## src/design/hsv_to_rgb_converter_assert.svh

```systemverilog
// Assertion macros shared by the HSV to RGB converter RTL.
// Depends on nothing; included by the modules that carry checks.
`ifndef HSV_TO_RGB_CONVERTER_ASSERT_SVH
`define HSV_TO_RGB_CONVERTER_ASSERT_SVH

// Property that must hold at every clock edge outside reset.
`define HSV2RGB_ASSERT_ALWAYS(label, clk, rst, expr, msg) \
   label: assert property (@(posedge clk) disable iff (rst) (expr)) else $error(msg);

// Same-cycle implication outside reset.
`define HSV2RGB_ASSERT_IMPLY(label, clk, rst, ante, cons, msg) \
   label: assert property (@(posedge clk) disable iff (rst) (ante) |-> (cons)) else $error(msg);

// Next-cycle implication outside reset.
`define HSV2RGB_ASSERT_NEXT(label, clk, rst, ante, cons, msg) \
   label: assert property (@(posedge clk) disable iff (rst) (ante) |=> (cons)) else $error(msg);

`endif

```

## src/design/hsv2rgb_pkg.sv

```systemverilog
// Package for the HSV to RGB converter: field widths, constants, queue types.
// Depends on nothing.
`default_nettype none

package hsv2rgb_pkg;

   // field widths
   localparam int unsigned HueWidth    = 16;
   localparam int unsigned SatWidth    = 9;
   localparam int unsigned ValWidth    = 8;
   localparam int unsigned ColourWidth = 8;
   localparam int unsigned SectorWidth = 3;
   localparam int unsigned RemWidth    = 12;

   // hue geometry, 1/64 degree units
   localparam int unsigned FullTurn    = 23040;
   localparam int unsigned SectorSize  = 3840;
   localparam int unsigned NumSectors  = 6;

   // saturation of 1.0 in Q1.8
   localparam int unsigned SatOne      = 256;

   // common denominator SectorSize * SatOne = 15 * 2^16
   localparam int unsigned Denom       = SectorSize * SatOne;
   localparam int unsigned ProdWidth   = 20;
   localparam int unsigned DenomShift  = 16;
   // floor(x / 15) = (x * RecipFifteen) >> RecipShift, exact for x below 74898
   localparam int unsigned RecipFifteen = 34953;
   localparam int unsigned RecipShift   = 19;

   localparam int unsigned DefaultQueueDepth = 4;

   // sector codes
   localparam logic [SectorWidth-1:0] SecRedToYellow    = 3'd0;
   localparam logic [SectorWidth-1:0] SecYellowToGreen  = 3'd1;
   localparam logic [SectorWidth-1:0] SecGreenToCyan    = 3'd2;
   localparam logic [SectorWidth-1:0] SecCyanToBlue     = 3'd3;
   localparam logic [SectorWidth-1:0] SecBlueToMagenta  = 3'd4;
   localparam logic [SectorWidth-1:0] SecMagentaToRed   = 3'd5;

   // classified request held in the queue
   typedef struct packed {
      logic [SectorWidth-1:0] sector;
      logic [RemWidth-1:0]    rem;
      logic [SatWidth-1:0]    saturation;
      logic [ValWidth-1:0]    brightness;
   } entry_type;

   typedef struct packed {
      logic full;
      logic empty;
   } q_status_type;

endpackage

`default_nettype wire

```

## src/design/hsv2rgb_ifs.sv

```systemverilog
// Valid/ready channel interfaces for requests and results.
// Depends on hsv2rgb_pkg.
`default_nettype none

interface hsv2rgb_req_if;
   logic                                valid;
   logic                                ready;
   logic [hsv2rgb_pkg::HueWidth-1:0]    hue;
   logic [hsv2rgb_pkg::SatWidth-1:0]    saturation;
   logic [hsv2rgb_pkg::ValWidth-1:0]    brightness;

   modport source (output valid, output hue, output saturation, output brightness,
                   input ready);
   modport sink   (input valid, input hue, input saturation, input brightness,
                   output ready);
endinterface

interface hsv2rgb_rsp_if;
   logic                                 valid;
   logic                                 ready;
   logic [hsv2rgb_pkg::ColourWidth-1:0]  red;
   logic [hsv2rgb_pkg::ColourWidth-1:0]  green;
   logic [hsv2rgb_pkg::ColourWidth-1:0]  blue;

   modport source (output valid, output red, output green, output blue, input ready);
   modport sink   (input valid, input red, input green, input blue, output ready);
endinterface

`default_nettype wire

```

## src/design/hsv2rgb_front.sv

```systemverilog
// Front end: accepts requests, wraps hue, clamps saturation, finds sector.
// Depends on hsv2rgb_pkg, hsv2rgb_ifs and the assertion header.
`default_nettype none
`include "hsv_to_rgb_converter_assert.svh"

module hsv2rgb_front (
   input  logic                       clock,
   input  logic                       reset,
   hsv2rgb_req_if.sink                req_chan,
   input  hsv2rgb_pkg::q_status_type  q_status,
   output logic                       push,
   output hsv2rgb_pkg::entry_type     entry
);

   logic [hsv2rgb_pkg::HueWidth-1:0]    hue_wrap;
   logic [hsv2rgb_pkg::HueWidth-1:0]    sector_base;
   logic [hsv2rgb_pkg::HueWidth-1:0]    hue_rem;
   logic [hsv2rgb_pkg::SectorWidth-1:0] sector;

   assign req_chan.ready = !q_status.full;
   assign push           = req_chan.valid && !q_status.full;

   always_comb begin
      // a full turn or more counts as zero
      hue_wrap = (req_chan.hue >= hsv2rgb_pkg::HueWidth'(hsv2rgb_pkg::FullTurn)) ?
                 '0 : req_chan.hue;
      sector      = hsv2rgb_pkg::SecRedToYellow;
      sector_base = '0;
      for (int k = 1; k < hsv2rgb_pkg::NumSectors; k++) begin
         if (hue_wrap >= hsv2rgb_pkg::HueWidth'(k * hsv2rgb_pkg::SectorSize)) begin
            sector      = hsv2rgb_pkg::SectorWidth'(k);
            sector_base = hsv2rgb_pkg::HueWidth'(k * hsv2rgb_pkg::SectorSize);
         end
      end
      hue_rem = hue_wrap - sector_base;
   end

   always_comb begin
      entry.sector     = sector;
      entry.rem        = hue_rem[hsv2rgb_pkg::RemWidth-1:0];
      entry.saturation = (req_chan.saturation > hsv2rgb_pkg::SatWidth'(hsv2rgb_pkg::SatOne)) ?
                         hsv2rgb_pkg::SatWidth'(hsv2rgb_pkg::SatOne) : req_chan.saturation;
      entry.brightness = req_chan.brightness;
   end

   `HSV2RGB_ASSERT_IMPLY(a_front_class, clock, reset, push, (entry.sector <= hsv2rgb_pkg::SecMagentaToRed) && (entry.rem < hsv2rgb_pkg::RemWidth'(hsv2rgb_pkg::SectorSize)) && (entry.saturation <= hsv2rgb_pkg::SatWidth'(hsv2rgb_pkg::SatOne)), "front classification out of range")

endmodule

`default_nettype wire

```

## src/design/hsv2rgb_queue.sv

```systemverilog
// Short flip-flop queue between front and back ends.
// Depends on hsv2rgb_pkg and the assertion header.
`default_nettype none
`include "hsv_to_rgb_converter_assert.svh"

module hsv2rgb_queue #(
   parameter int unsigned Depth = hsv2rgb_pkg::DefaultQueueDepth
) (
   input  logic                       clock,
   input  logic                       reset,
   input  logic                       push,
   input  hsv2rgb_pkg::entry_type     push_entry,
   input  logic                       pop,
   output hsv2rgb_pkg::entry_type     pop_entry,
   output hsv2rgb_pkg::q_status_type  status
);

   localparam int unsigned PtrWidth   = (Depth > 1) ? $clog2(Depth) : 1;
   localparam int unsigned CountWidth = $clog2(Depth + 1);

   hsv2rgb_pkg::entry_type  slots_ff [Depth];
   hsv2rgb_pkg::entry_type  slot_in;
   logic [PtrWidth-1:0]     wr_ptr_ff, wr_ptr_in;
   logic [PtrWidth-1:0]     rd_ptr_ff, rd_ptr_in;
   logic [CountWidth-1:0]   count_ff, count_in;

   assign slot_in      = push_entry;
   assign pop_entry    = slots_ff[rd_ptr_ff];
   assign status.full  = (count_ff == CountWidth'(Depth));
   assign status.empty = (count_ff == '0);

   always_comb begin
      wr_ptr_in = wr_ptr_ff;
      rd_ptr_in = rd_ptr_ff;
      count_in  = count_ff;
      if (push) begin
         wr_ptr_in = (wr_ptr_ff == PtrWidth'(Depth - 1)) ? '0 : wr_ptr_ff + PtrWidth'(1);
      end
      if (pop) begin
         rd_ptr_in = (rd_ptr_ff == PtrWidth'(Depth - 1)) ? '0 : rd_ptr_ff + PtrWidth'(1);
      end
      if (push && !pop) begin
         count_in = count_ff + CountWidth'(1);
      end else if (pop && !push) begin
         count_in = count_ff - CountWidth'(1);
      end
   end

   always_ff @(posedge clock) begin
      if (reset) begin
         wr_ptr_ff <= '0;
         rd_ptr_ff <= '0;
         count_ff  <= '0;
      end else begin
         wr_ptr_ff <= wr_ptr_in;
         rd_ptr_ff <= rd_ptr_in;
         count_ff  <= count_in;
      end
   end

   always_ff @(posedge clock) begin
      if (push) begin
         slots_ff[wr_ptr_ff] <= slot_in;
      end
   end

   `HSV2RGB_ASSERT_ALWAYS(a_queue_count, clock, reset, count_ff <= CountWidth'(Depth), "queue count above depth")
   `HSV2RGB_ASSERT_IMPLY(a_queue_no_overflow, clock, reset, push, !status.full || pop, "push into full queue")
   `HSV2RGB_ASSERT_IMPLY(a_queue_no_underflow, clock, reset, pop, !status.empty, "pop from empty queue")

endmodule

`default_nettype wire

```

## src/design/hsv2rgb_back.sv

```systemverilog
// Back end: four-stage arithmetic pipeline computing l, m, n and routing by sector.
// Depends on hsv2rgb_pkg, hsv2rgb_ifs and the assertion header.
`default_nettype none
`include "hsv_to_rgb_converter_assert.svh"

module hsv2rgb_back (
   input  logic                       clock,
   input  logic                       reset,
   input  hsv2rgb_pkg::q_status_type  q_status,
   input  hsv2rgb_pkg::entry_type     q_entry,
   output logic                       pop,
   hsv2rgb_rsp_if.source              rsp_chan
);

   localparam int unsigned LProdWidth  = hsv2rgb_pkg::SatWidth + hsv2rgb_pkg::ValWidth;
   localparam int unsigned RProdWidth  = hsv2rgb_pkg::RemWidth + hsv2rgb_pkg::SatWidth;
   localparam int unsigned ScaledWidth = hsv2rgb_pkg::ValWidth + hsv2rgb_pkg::ProdWidth;
   localparam int unsigned HiWidth     = ScaledWidth - hsv2rgb_pkg::DenomShift;
   localparam int unsigned QWidth      = HiWidth + 16;
   localparam int unsigned CW          = hsv2rgb_pkg::ColourWidth;
   localparam int unsigned VW          = hsv2rgb_pkg::ValWidth;
   localparam int unsigned SW          = hsv2rgb_pkg::SectorWidth;
   localparam int unsigned PW          = hsv2rgb_pkg::ProdWidth;

   logic adv;

   // stage 1: l and the two r*S products
   logic                    v1_ff, v1_in;
   logic [VW-1:0]           val1_ff, val1_in;
   logic [SW-1:0]           sec1_ff, sec1_in;
   logic [CW-1:0]           l1_ff, l1_in;
   logic [PW-1:0]           tm1_ff, tm1_in;
   logic [PW-1:0]           tn1_ff, tn1_in;
   logic [LProdWidth-1:0]   l_prod;
   logic [RProdWidth-1:0]   tm_prod, tn_prod;
   logic [hsv2rgb_pkg::RemWidth-1:0] rem_comp;

   // stage 2: V * (Denom - t) scaled down by 2^16
   logic                    v2_ff, v2_in;
   logic [VW-1:0]           val2_ff, val2_in;
   logic [SW-1:0]           sec2_ff, sec2_in;
   logic [CW-1:0]           l2_ff, l2_in;
   logic [HiWidth-1:0]      hm2_ff, hm2_in;
   logic [HiWidth-1:0]      hn2_ff, hn2_in;
   logic [ScaledWidth-1:0]  pm_prod, pn_prod;

   // stage 3: divide by fifteen
   logic                    v3_ff, v3_in;
   logic [VW-1:0]           val3_ff, val3_in;
   logic [SW-1:0]           sec3_ff, sec3_in;
   logic [CW-1:0]           l3_ff, l3_in;
   logic [CW-1:0]           m3_ff, m3_in;
   logic [CW-1:0]           n3_ff, n3_in;
   logic [QWidth-1:0]       qm_prod, qn_prod;

   // stage 4: routed output register
   logic                    v4_ff, v4_in;
   logic [CW-1:0]           red_ff, red_in;
   logic [CW-1:0]           green_ff, green_in;
   logic [CW-1:0]           blue_ff, blue_in;
   logic [CW-1:0]           red_rt, green_rt, blue_rt;

   assign adv = !v4_ff || rsp_chan.ready;
   assign pop = adv && !q_status.empty;

   assign rsp_chan.valid = v4_ff;
   assign rsp_chan.red   = red_ff;
   assign rsp_chan.green = green_ff;
   assign rsp_chan.blue  = blue_ff;

   // stage 1 arithmetic
   always_comb begin
      l_prod   = LProdWidth'(q_entry.brightness) *
                 LProdWidth'(hsv2rgb_pkg::SatWidth'(hsv2rgb_pkg::SatOne) - q_entry.saturation);
      rem_comp = hsv2rgb_pkg::RemWidth'(hsv2rgb_pkg::SectorSize) - q_entry.rem;
      tm_prod  = RProdWidth'(q_entry.rem) * RProdWidth'(q_entry.saturation);
      tn_prod  = RProdWidth'(rem_comp) * RProdWidth'(q_entry.saturation);
   end

   // stage 2 arithmetic
   always_comb begin
      pm_prod = ScaledWidth'(val1_ff) * ScaledWidth'(PW'(hsv2rgb_pkg::Denom) - tm1_ff);
      pn_prod = ScaledWidth'(val1_ff) * ScaledWidth'(PW'(hsv2rgb_pkg::Denom) - tn1_ff);
   end

   // stage 3 arithmetic
   always_comb begin
      qm_prod = QWidth'(hm2_ff) * QWidth'(hsv2rgb_pkg::RecipFifteen);
      qn_prod = QWidth'(hn2_ff) * QWidth'(hsv2rgb_pkg::RecipFifteen);
   end

   // sector routing
   always_comb begin
      unique case (sec3_ff)
         hsv2rgb_pkg::SecRedToYellow: begin
            red_rt = val3_ff; green_rt = n3_ff;   blue_rt = l3_ff;
         end
         hsv2rgb_pkg::SecYellowToGreen: begin
            red_rt = m3_ff;   green_rt = val3_ff; blue_rt = l3_ff;
         end
         hsv2rgb_pkg::SecGreenToCyan: begin
            red_rt = l3_ff;   green_rt = val3_ff; blue_rt = n3_ff;
         end
         hsv2rgb_pkg::SecCyanToBlue: begin
            red_rt = l3_ff;   green_rt = m3_ff;   blue_rt = val3_ff;
         end
         hsv2rgb_pkg::SecBlueToMagenta: begin
            red_rt = n3_ff;   green_rt = l3_ff;   blue_rt = val3_ff;
         end
         default: begin
            red_rt = val3_ff; green_rt = l3_ff;   blue_rt = m3_ff;
         end
      endcase
   end

   // next values: the whole pipeline moves when the output register can take data
   always_comb begin
      v1_in    = adv ? pop : v1_ff;
      val1_in  = adv ? q_entry.brightness : val1_ff;
      sec1_in  = adv ? q_entry.sector : sec1_ff;
      l1_in    = adv ? l_prod[hsv2rgb_pkg::SatWidth-2+CW:hsv2rgb_pkg::SatWidth-1] : l1_ff;
      tm1_in   = adv ? tm_prod[PW-1:0] : tm1_ff;
      tn1_in   = adv ? tn_prod[PW-1:0] : tn1_ff;

      v2_in    = adv ? v1_ff : v2_ff;
      val2_in  = adv ? val1_ff : val2_ff;
      sec2_in  = adv ? sec1_ff : sec2_ff;
      l2_in    = adv ? l1_ff : l2_ff;
      hm2_in   = adv ? pm_prod[ScaledWidth-1:hsv2rgb_pkg::DenomShift] : hm2_ff;
      hn2_in   = adv ? pn_prod[ScaledWidth-1:hsv2rgb_pkg::DenomShift] : hn2_ff;

      v3_in    = adv ? v2_ff : v3_ff;
      val3_in  = adv ? val2_ff : val3_ff;
      sec3_in  = adv ? sec2_ff : sec3_ff;
      l3_in    = adv ? l2_ff : l3_ff;
      m3_in    = adv ? qm_prod[hsv2rgb_pkg::RecipShift+CW-1:hsv2rgb_pkg::RecipShift] : m3_ff;
      n3_in    = adv ? qn_prod[hsv2rgb_pkg::RecipShift+CW-1:hsv2rgb_pkg::RecipShift] : n3_ff;

      v4_in    = adv ? v3_ff : v4_ff;
      red_in   = adv ? red_rt : red_ff;
      green_in = adv ? green_rt : green_ff;
      blue_in  = adv ? blue_rt : blue_ff;
   end

   always_ff @(posedge clock) begin
      if (reset) begin
         v1_ff <= 1'b0;
         v2_ff <= 1'b0;
         v3_ff <= 1'b0;
         v4_ff <= 1'b0;
      end else begin
         v1_ff <= v1_in;
         v2_ff <= v2_in;
         v3_ff <= v3_in;
         v4_ff <= v4_in;
      end
   end

   always_ff @(posedge clock) begin
      val1_ff  <= val1_in;
      sec1_ff  <= sec1_in;
      l1_ff    <= l1_in;
      tm1_ff   <= tm1_in;
      tn1_ff   <= tn1_in;
      val2_ff  <= val2_in;
      sec2_ff  <= sec2_in;
      l2_ff    <= l2_in;
      hm2_ff   <= hm2_in;
      hn2_ff   <= hn2_in;
      val3_ff  <= val3_in;
      sec3_ff  <= sec3_in;
      l3_ff    <= l3_in;
      m3_ff    <= m3_in;
      n3_ff    <= n3_in;
      red_ff   <= red_in;
      green_ff <= green_in;
      blue_ff  <= blue_in;
   end

   `HSV2RGB_ASSERT_IMPLY(a_back_bounds, clock, reset, v3_ff, (l3_ff <= val3_ff) && (m3_ff <= val3_ff) && (n3_ff <= val3_ff), "component above brightness")

endmodule

`default_nettype wire

```

## src/design/hsv_to_rgb_converter.sv

```systemverilog
// HSV to RGB converter: an accepted request is written into the queue, then runs through
// the back end's arithmetic pipeline into the result register and leaves it when the
// result port is ready. Throughput one request per clock while the queue has room;
// the queue and the pipeline stall independently.
// Synchronous active-high reset empties the queue and pipeline; no clearing pass.
// Depends on hsv2rgb_pkg, hsv2rgb_ifs, front, queue and back modules.
`default_nettype none

module hsv_to_rgb_converter #(
   // decoupling queue depth, at least 2 for full rate
   parameter int unsigned QueueDepth = hsv2rgb_pkg::DefaultQueueDepth
) (
   input  logic            clock,
   input  logic            reset,
   hsv2rgb_req_if.sink     req_chan,
   hsv2rgb_rsp_if.source   rsp_chan
);

   // Front: takes a request whenever the queue has room, wraps a hue of a full
   // turn or more to zero, clamps saturation to 1.0 and splits the hue into a
   // sector (0..5) and a remainder within the sector.
   hsv2rgb_pkg::q_status_type  q_status;
   hsv2rgb_pkg::entry_type     push_entry;
   hsv2rgb_pkg::entry_type     pop_entry;
   logic                       push;
   logic                       pop;

   hsv2rgb_front u_front (
      .clock    (clock),
      .reset    (reset),
      .req_chan (req_chan),
      .q_status (q_status),
      .push     (push),
      .entry    (push_entry)
   );

   // Queue: parts request acceptance from the arithmetic, so a stalled result
   // port fills the queue before it blocks new requests.
   hsv2rgb_queue #(
      .Depth (QueueDepth)
   ) u_queue (
      .clock      (clock),
      .reset      (reset),
      .push       (push),
      .push_entry (push_entry),
      .pop        (pop),
      .pop_entry  (pop_entry),
      .status     (q_status)
   );

   // Back: l = V(256-S)/256 and m, n = V(983040 - tS)/983040, the division
   // done as a shift by 16 and a reciprocal multiply by 1/15; the last stage
   // routes l, m, n and V by sector into the result register. Zero saturation
   // falls out as grey with no special path.
   hsv2rgb_back u_back (
      .clock    (clock),
      .reset    (reset),
      .q_status (q_status),
      .q_entry  (pop_entry),
      .pop      (pop),
      .rsp_chan (rsp_chan)
   );

endmodule

`default_nettype wire

```

## src/flat_wrapper.sv

```systemverilog
// flat-port wrapper written by rule: the top's interface ports become plain ports
module hsv_to_rgb_converter_flat 
#(
                                                      
   parameter int unsigned QueueDepth = hsv2rgb_pkg::DefaultQueueDepth
)
  (clock, reset, req_chan_valid, req_chan_hue, req_chan_saturation, req_chan_brightness, req_chan_ready, rsp_chan_valid, rsp_chan_red, rsp_chan_green, rsp_chan_blue, rsp_chan_ready);
  hsv2rgb_req_if req_chan_i ();
  hsv2rgb_rsp_if rsp_chan_i ();
  input  logic clock;
  input  logic reset;
  input wire logic [$bits(req_chan_i.valid)-1:0] req_chan_valid;
  input wire logic [$bits(req_chan_i.hue)-1:0] req_chan_hue;
  input wire logic [$bits(req_chan_i.saturation)-1:0] req_chan_saturation;
  input wire logic [$bits(req_chan_i.brightness)-1:0] req_chan_brightness;
  output wire logic [$bits(req_chan_i.ready)-1:0] req_chan_ready;
  output wire logic [$bits(rsp_chan_i.valid)-1:0] rsp_chan_valid;
  output wire logic [$bits(rsp_chan_i.red)-1:0] rsp_chan_red;
  output wire logic [$bits(rsp_chan_i.green)-1:0] rsp_chan_green;
  output wire logic [$bits(rsp_chan_i.blue)-1:0] rsp_chan_blue;
  input wire logic [$bits(rsp_chan_i.ready)-1:0] rsp_chan_ready;
  assign req_chan_i.valid = req_chan_valid;
  assign req_chan_i.hue = req_chan_hue;
  assign req_chan_i.saturation = req_chan_saturation;
  assign req_chan_i.brightness = req_chan_brightness;
  assign req_chan_ready = req_chan_i.ready;
  assign rsp_chan_valid = rsp_chan_i.valid;
  assign rsp_chan_red = rsp_chan_i.red;
  assign rsp_chan_green = rsp_chan_i.green;
  assign rsp_chan_blue = rsp_chan_i.blue;
  assign rsp_chan_i.ready = rsp_chan_ready;
  hsv_to_rgb_converter #(.QueueDepth(QueueDepth)) u_core (.clock(clock), .reset(reset), .req_chan(req_chan_i), .rsp_chan(rsp_chan_i));
endmodule
```

## config.mk

```make
export PLATFORM = sky130hd
export DESIGN_NAME = hsv_to_rgb_converter_flat
export DESIGN_NICKNAME = d
export VERILOG_FILES = /design/src/design/hsv2rgb_pkg.sv /design/src/design/hsv2rgb_ifs.sv /design/src/design/hsv2rgb_front.sv /design/src/design/hsv2rgb_queue.sv /design/src/design/hsv2rgb_back.sv /design/src/design/hsv_to_rgb_converter.sv /design/src/flat_wrapper.sv
export VERILOG_INCLUDE_DIRS = /design/src /design/src/design
export SDC_FILE = /design/constraint.sdc
export NUM_CORES = 2
export LEC_CHECK = 0
export BUFFER_PORTS_ARGS = -buffer_cell sky130_fd_sc_hd__buf_2
export CAP_MARGIN = 10
export CORE_MARGIN = 1
export CORE_UTILIZATION = 40
export CTS_BUF_LIST = sky130_fd_sc_hd__clkbuf_8
export DETAILED_ROUTE_END_ITERATION = 8
export GPL_TIMING_DRIVEN = 0
export SLEW_MARGIN = 20
export SYNTH_ARGS = -nofsm -noshare
export SYNTH_HDL_FRONTEND = slang
export SYNTH_SLANG_ARGS = --single-unit
```

## constraint.sdc

```tcl
create_clock -name clock -period 8.2 [get_ports clock]
set_input_delay 0.41 -clock clock [delete_from_list [all_inputs] [get_ports clock]]
set_output_delay 0.41 -clock clock [all_outputs]
set_load 0.02 [all_outputs]
```

==> impl_metrics.ini <==
[drt]
wl_um = 76200
vias = 22256
viasPerCell = 4.86
drtIter0Drc = 1187
antenna_left = 0
wl_per_cell_um = 16.7
drc = 0
firstDrtPassIters = 5

[setup_path]
crit_arrival_ns = 7.99
cp.required_ns = 8.54
path_class = reg2reg
worst_setup_path_start_kind = flip-flop
end_kind = flip-flop
cp_max_fo = 8

[timing]
setup_viol = 0
slew_headroom_pct = 23.9
hold_violations = 0
fin_crit_ns = 7.65
grt_setup_unrepaired = no
worstMarginPinSlew_ns = 1.13
setup_tns_ns = 0
fmax_mhz = 131
post-route-period-util_pct = 93.3
finalMaxSlewViolations = 0
finalClockSkew_ns = 0.0740

[floorplan]
initial_core_util_pct = 40.6
rows = 106
core-area_mm2 = 0.0841
die-area_mm2 = 0.0865
ios = 63
die_h_um = 294
die_w_um = 294

[synth]
syn-num-nets = 4111
ys_warn_count = 0
avgSynthCellArea_um2 = 10.4
yosysSeqAreaShare_pct = 26.1
yosysTopAreaCell = fa_1
ys_types = 73
netlist_area_mm2 = 0.0341
synth_top_cells_by_area = fa_1 28%, edfxtp_1 25%, ha_1 12%, inv_1 7.0%, and2_1 4.5%
synth_edf_count = 288
ys_ff_latch = 301
synthFlopType = edfxtp_1
synth_top_area_share_pct = 28.0
async_flop_share_pct = 0
synth_cells = 3278

[clock_tree]
cts.sink_count = 301
cts_buffers = 50
cts_tree = done
insertion_delay_ns = 0.66
ctsHtreeMaxLevel = 2
path_clk_slew_ns = 0.06
cts_root_buf = clkbuf_8
post_cts_buffers = 0
cts_buffer_depth = 3

[place]
gp_congestion = 0.897
dp_hpwl_um = 61500
io_buffers = 60

[cells_and_area]
areaGrowthSynthToFinish_pct = 8.79
fill_cells = 8127
drive_gt1_share_pct = 6.28
nNetsFinal = 4237
fin_util_pct = 44.1

[min_path]
hold_path.class = in2reg

[global_route]
grt_max_degree = 83
antenna_found_initial = 3
grt_pass1_wl_um = 126000
grt_pass1_vias = 23562
grt_usage_pct = 18.5
overflow = 0

[outcome]
status = finished, final reports clean

[run]
cap_violations = 0
==> state kept, by name (all words and copies together) (netlist names), 12 cells and up, named ones only <==
register,count
u_core.u_back.tn1_ff,19
u_core.u_back.hn2_ff,12
u_core.u_back.hm2_ff,12
u_core.u_back.tm1_ff,20
u_core.u_queue.slots_ff,128
==> metrics by stage <==
step / hold slack [ns] / area, µm² / instances / worst slack, ns
final: 0.113 / 37100 / 4576 / 0.553
after floorplan: 0.400 / 34100 / 3278 / 1.68
after global placement: 0.402 / 35800 / 4472 / 0.411
after detailed placement: 0.405 / 36000 / 4477 / 0.370
after global routing: 0.0766 / 37100 / 4576 / 0.0336
after CTS: 0.0541 / 37100 / 4575 / 0.292
==> routing by layer <==
layer | GRT usage [%] | routed length, µm
met4 | 4.99 | 1730
met3 | 2.47 | 3700
met2 | 31.0 | 35700
met5 | 0 | 0
met1 | 25.2 | 35100
==> cell usage in the layout (no fill, tap or decap), drive strengths merged, types with 4 or more instances in the layout <==
cell,count
xor2,53
clkbuf,132
mux2i,44
o211ai,9
o31ai,7
or2,4
or3,12
inv,660
a211oi,16
o22ai,8
clkinv,12
o311ai,5
mux4,25
o21ai,59
mux2,25
dfxtp,13
a31oi,7
nand2b,13
nand2,391
and3,17
nor4,5
nor2b,32
nand3,20
xnor2,111
buf,81
and2,246
edfxtp,288
bufinv,6
a21o,13
a21oi,68
o21a,14
nor2,142
dlygate4sd3,9
fa,478
nand4,9
nor3,39
nand3b,5
ha,318
or4,4
o2111ai,4
==> synthesized netlist by cell type (14+ instances only) <==
library cell  number
inv_1            640
fa_1             478
nand2_1          391
ha_1             318
edfxtp_1         288
and2_1           246
nor2_1           141
xnor2_1          109
clkbuf_1          82
a21oi_1           67
o21ai_0           58
xor2_1            51
mux2i_1           44
nor3_1            37
nor2b_1           32
mux2_2            25
mux4_2            23
nand3_1           19
a211oi_1          16
and3_1            16
o21a_1            14
==> what timing repair did <==
item | CTS | global route
endpoints found under the setup margin | 0 | 5
hold endpoints to repair | 33 | 0
hold buffers | 9 | 0
resized for setup | 0 | 3
==> path summary, 6_finish.rpt <==
check	start	end	slack, ns	cells past startpoint
max	u_core.u_back.tm1_ff[2]$_DFFE_PP_	u_core.u_back.hm2_ff[8]$_DFFE_PP_	0.55	23
min	req_chan_hue[0]	u_core.u_queue.slots_ff[2][17]$_DFFE_PP_	0.11	2
max reg2reg	u_core.u_back.tm1_ff[2]$_DFFE_PP_	u_core.u_back.hm2_ff[8]$_DFFE_PP_	0.55	23
min reg2reg	u_core.u_back.val2_ff[7]$_DFFE_PP_	u_core.u_back.val3_ff[7]$_DFFE_PP_	0.41	0
==> cell type report <==
cell class | count | area, µm² | area share (%)
Antenna cell | 1 | 2.50 | 0.00674
Buffer | 98 | 405 | 1.09
Timing Repair Buffer | 74 | 498 | 1.34
Multi-Input combinational cell | 2237 | 22400 | 60.4
Clock inverter | 39 | 354 | 0.954
Tap cell | 1134 | 1420 | 3.82
Inverter | 642 | 2420 | 6.51
Sequential cell | 301 | 8910 | 24.0
Clock buffer | 50 | 688 | 1.85
==> critical path: stages, from the launching register on <==
cell	delay, ns
edfxtp_1	0.43
or4_1	0.54
or3_1	0.32
clkbuf_1	0.22
or3_4	0.39
nor3_1	0.19
xnor2_1	0.48
nand2_1	0.18
fa_1	0.54
inv_1	0.05
fa_1	0.47
fa_1	0.52
inv_1	0.07
fa_1	0.55
inv_1	0.06
ha_1	0.29
nand2_1	0.08
nor3_1	0.32
o311ai_0	0.37
a21oi_2	0.46
o21ai_0	0.28
a21oi_1	0.26
a21oi_1	0.11
xnor2_1	0.13
==> logic make-up (layout without fill, tap and decap cells) <==
| family | after synthesis | in the layout | share of synthesized area (%) |
|---|---|---|---|
| and+or+nand+nor | 944 | 944 | 13.4 |
| adders and majority gates | 796 | 796 | 39.7 |
| buffers and inverters | 740 | 903 | 8.25 |
| DFF | 301 | 301 | 26.1 |
| AOI/OAI and AO/OA | 239 | 239 | 4.45 |
| xor gates and xnor gates | 164 | 164 | 4.30 |
| muxes | 94 | 94 | 3.79 |
| other | 0 | 1 | 0 |
Power is not shown: default switching activity piles up to over one toggle a cycle in this logic, so the estimate is an artifact.
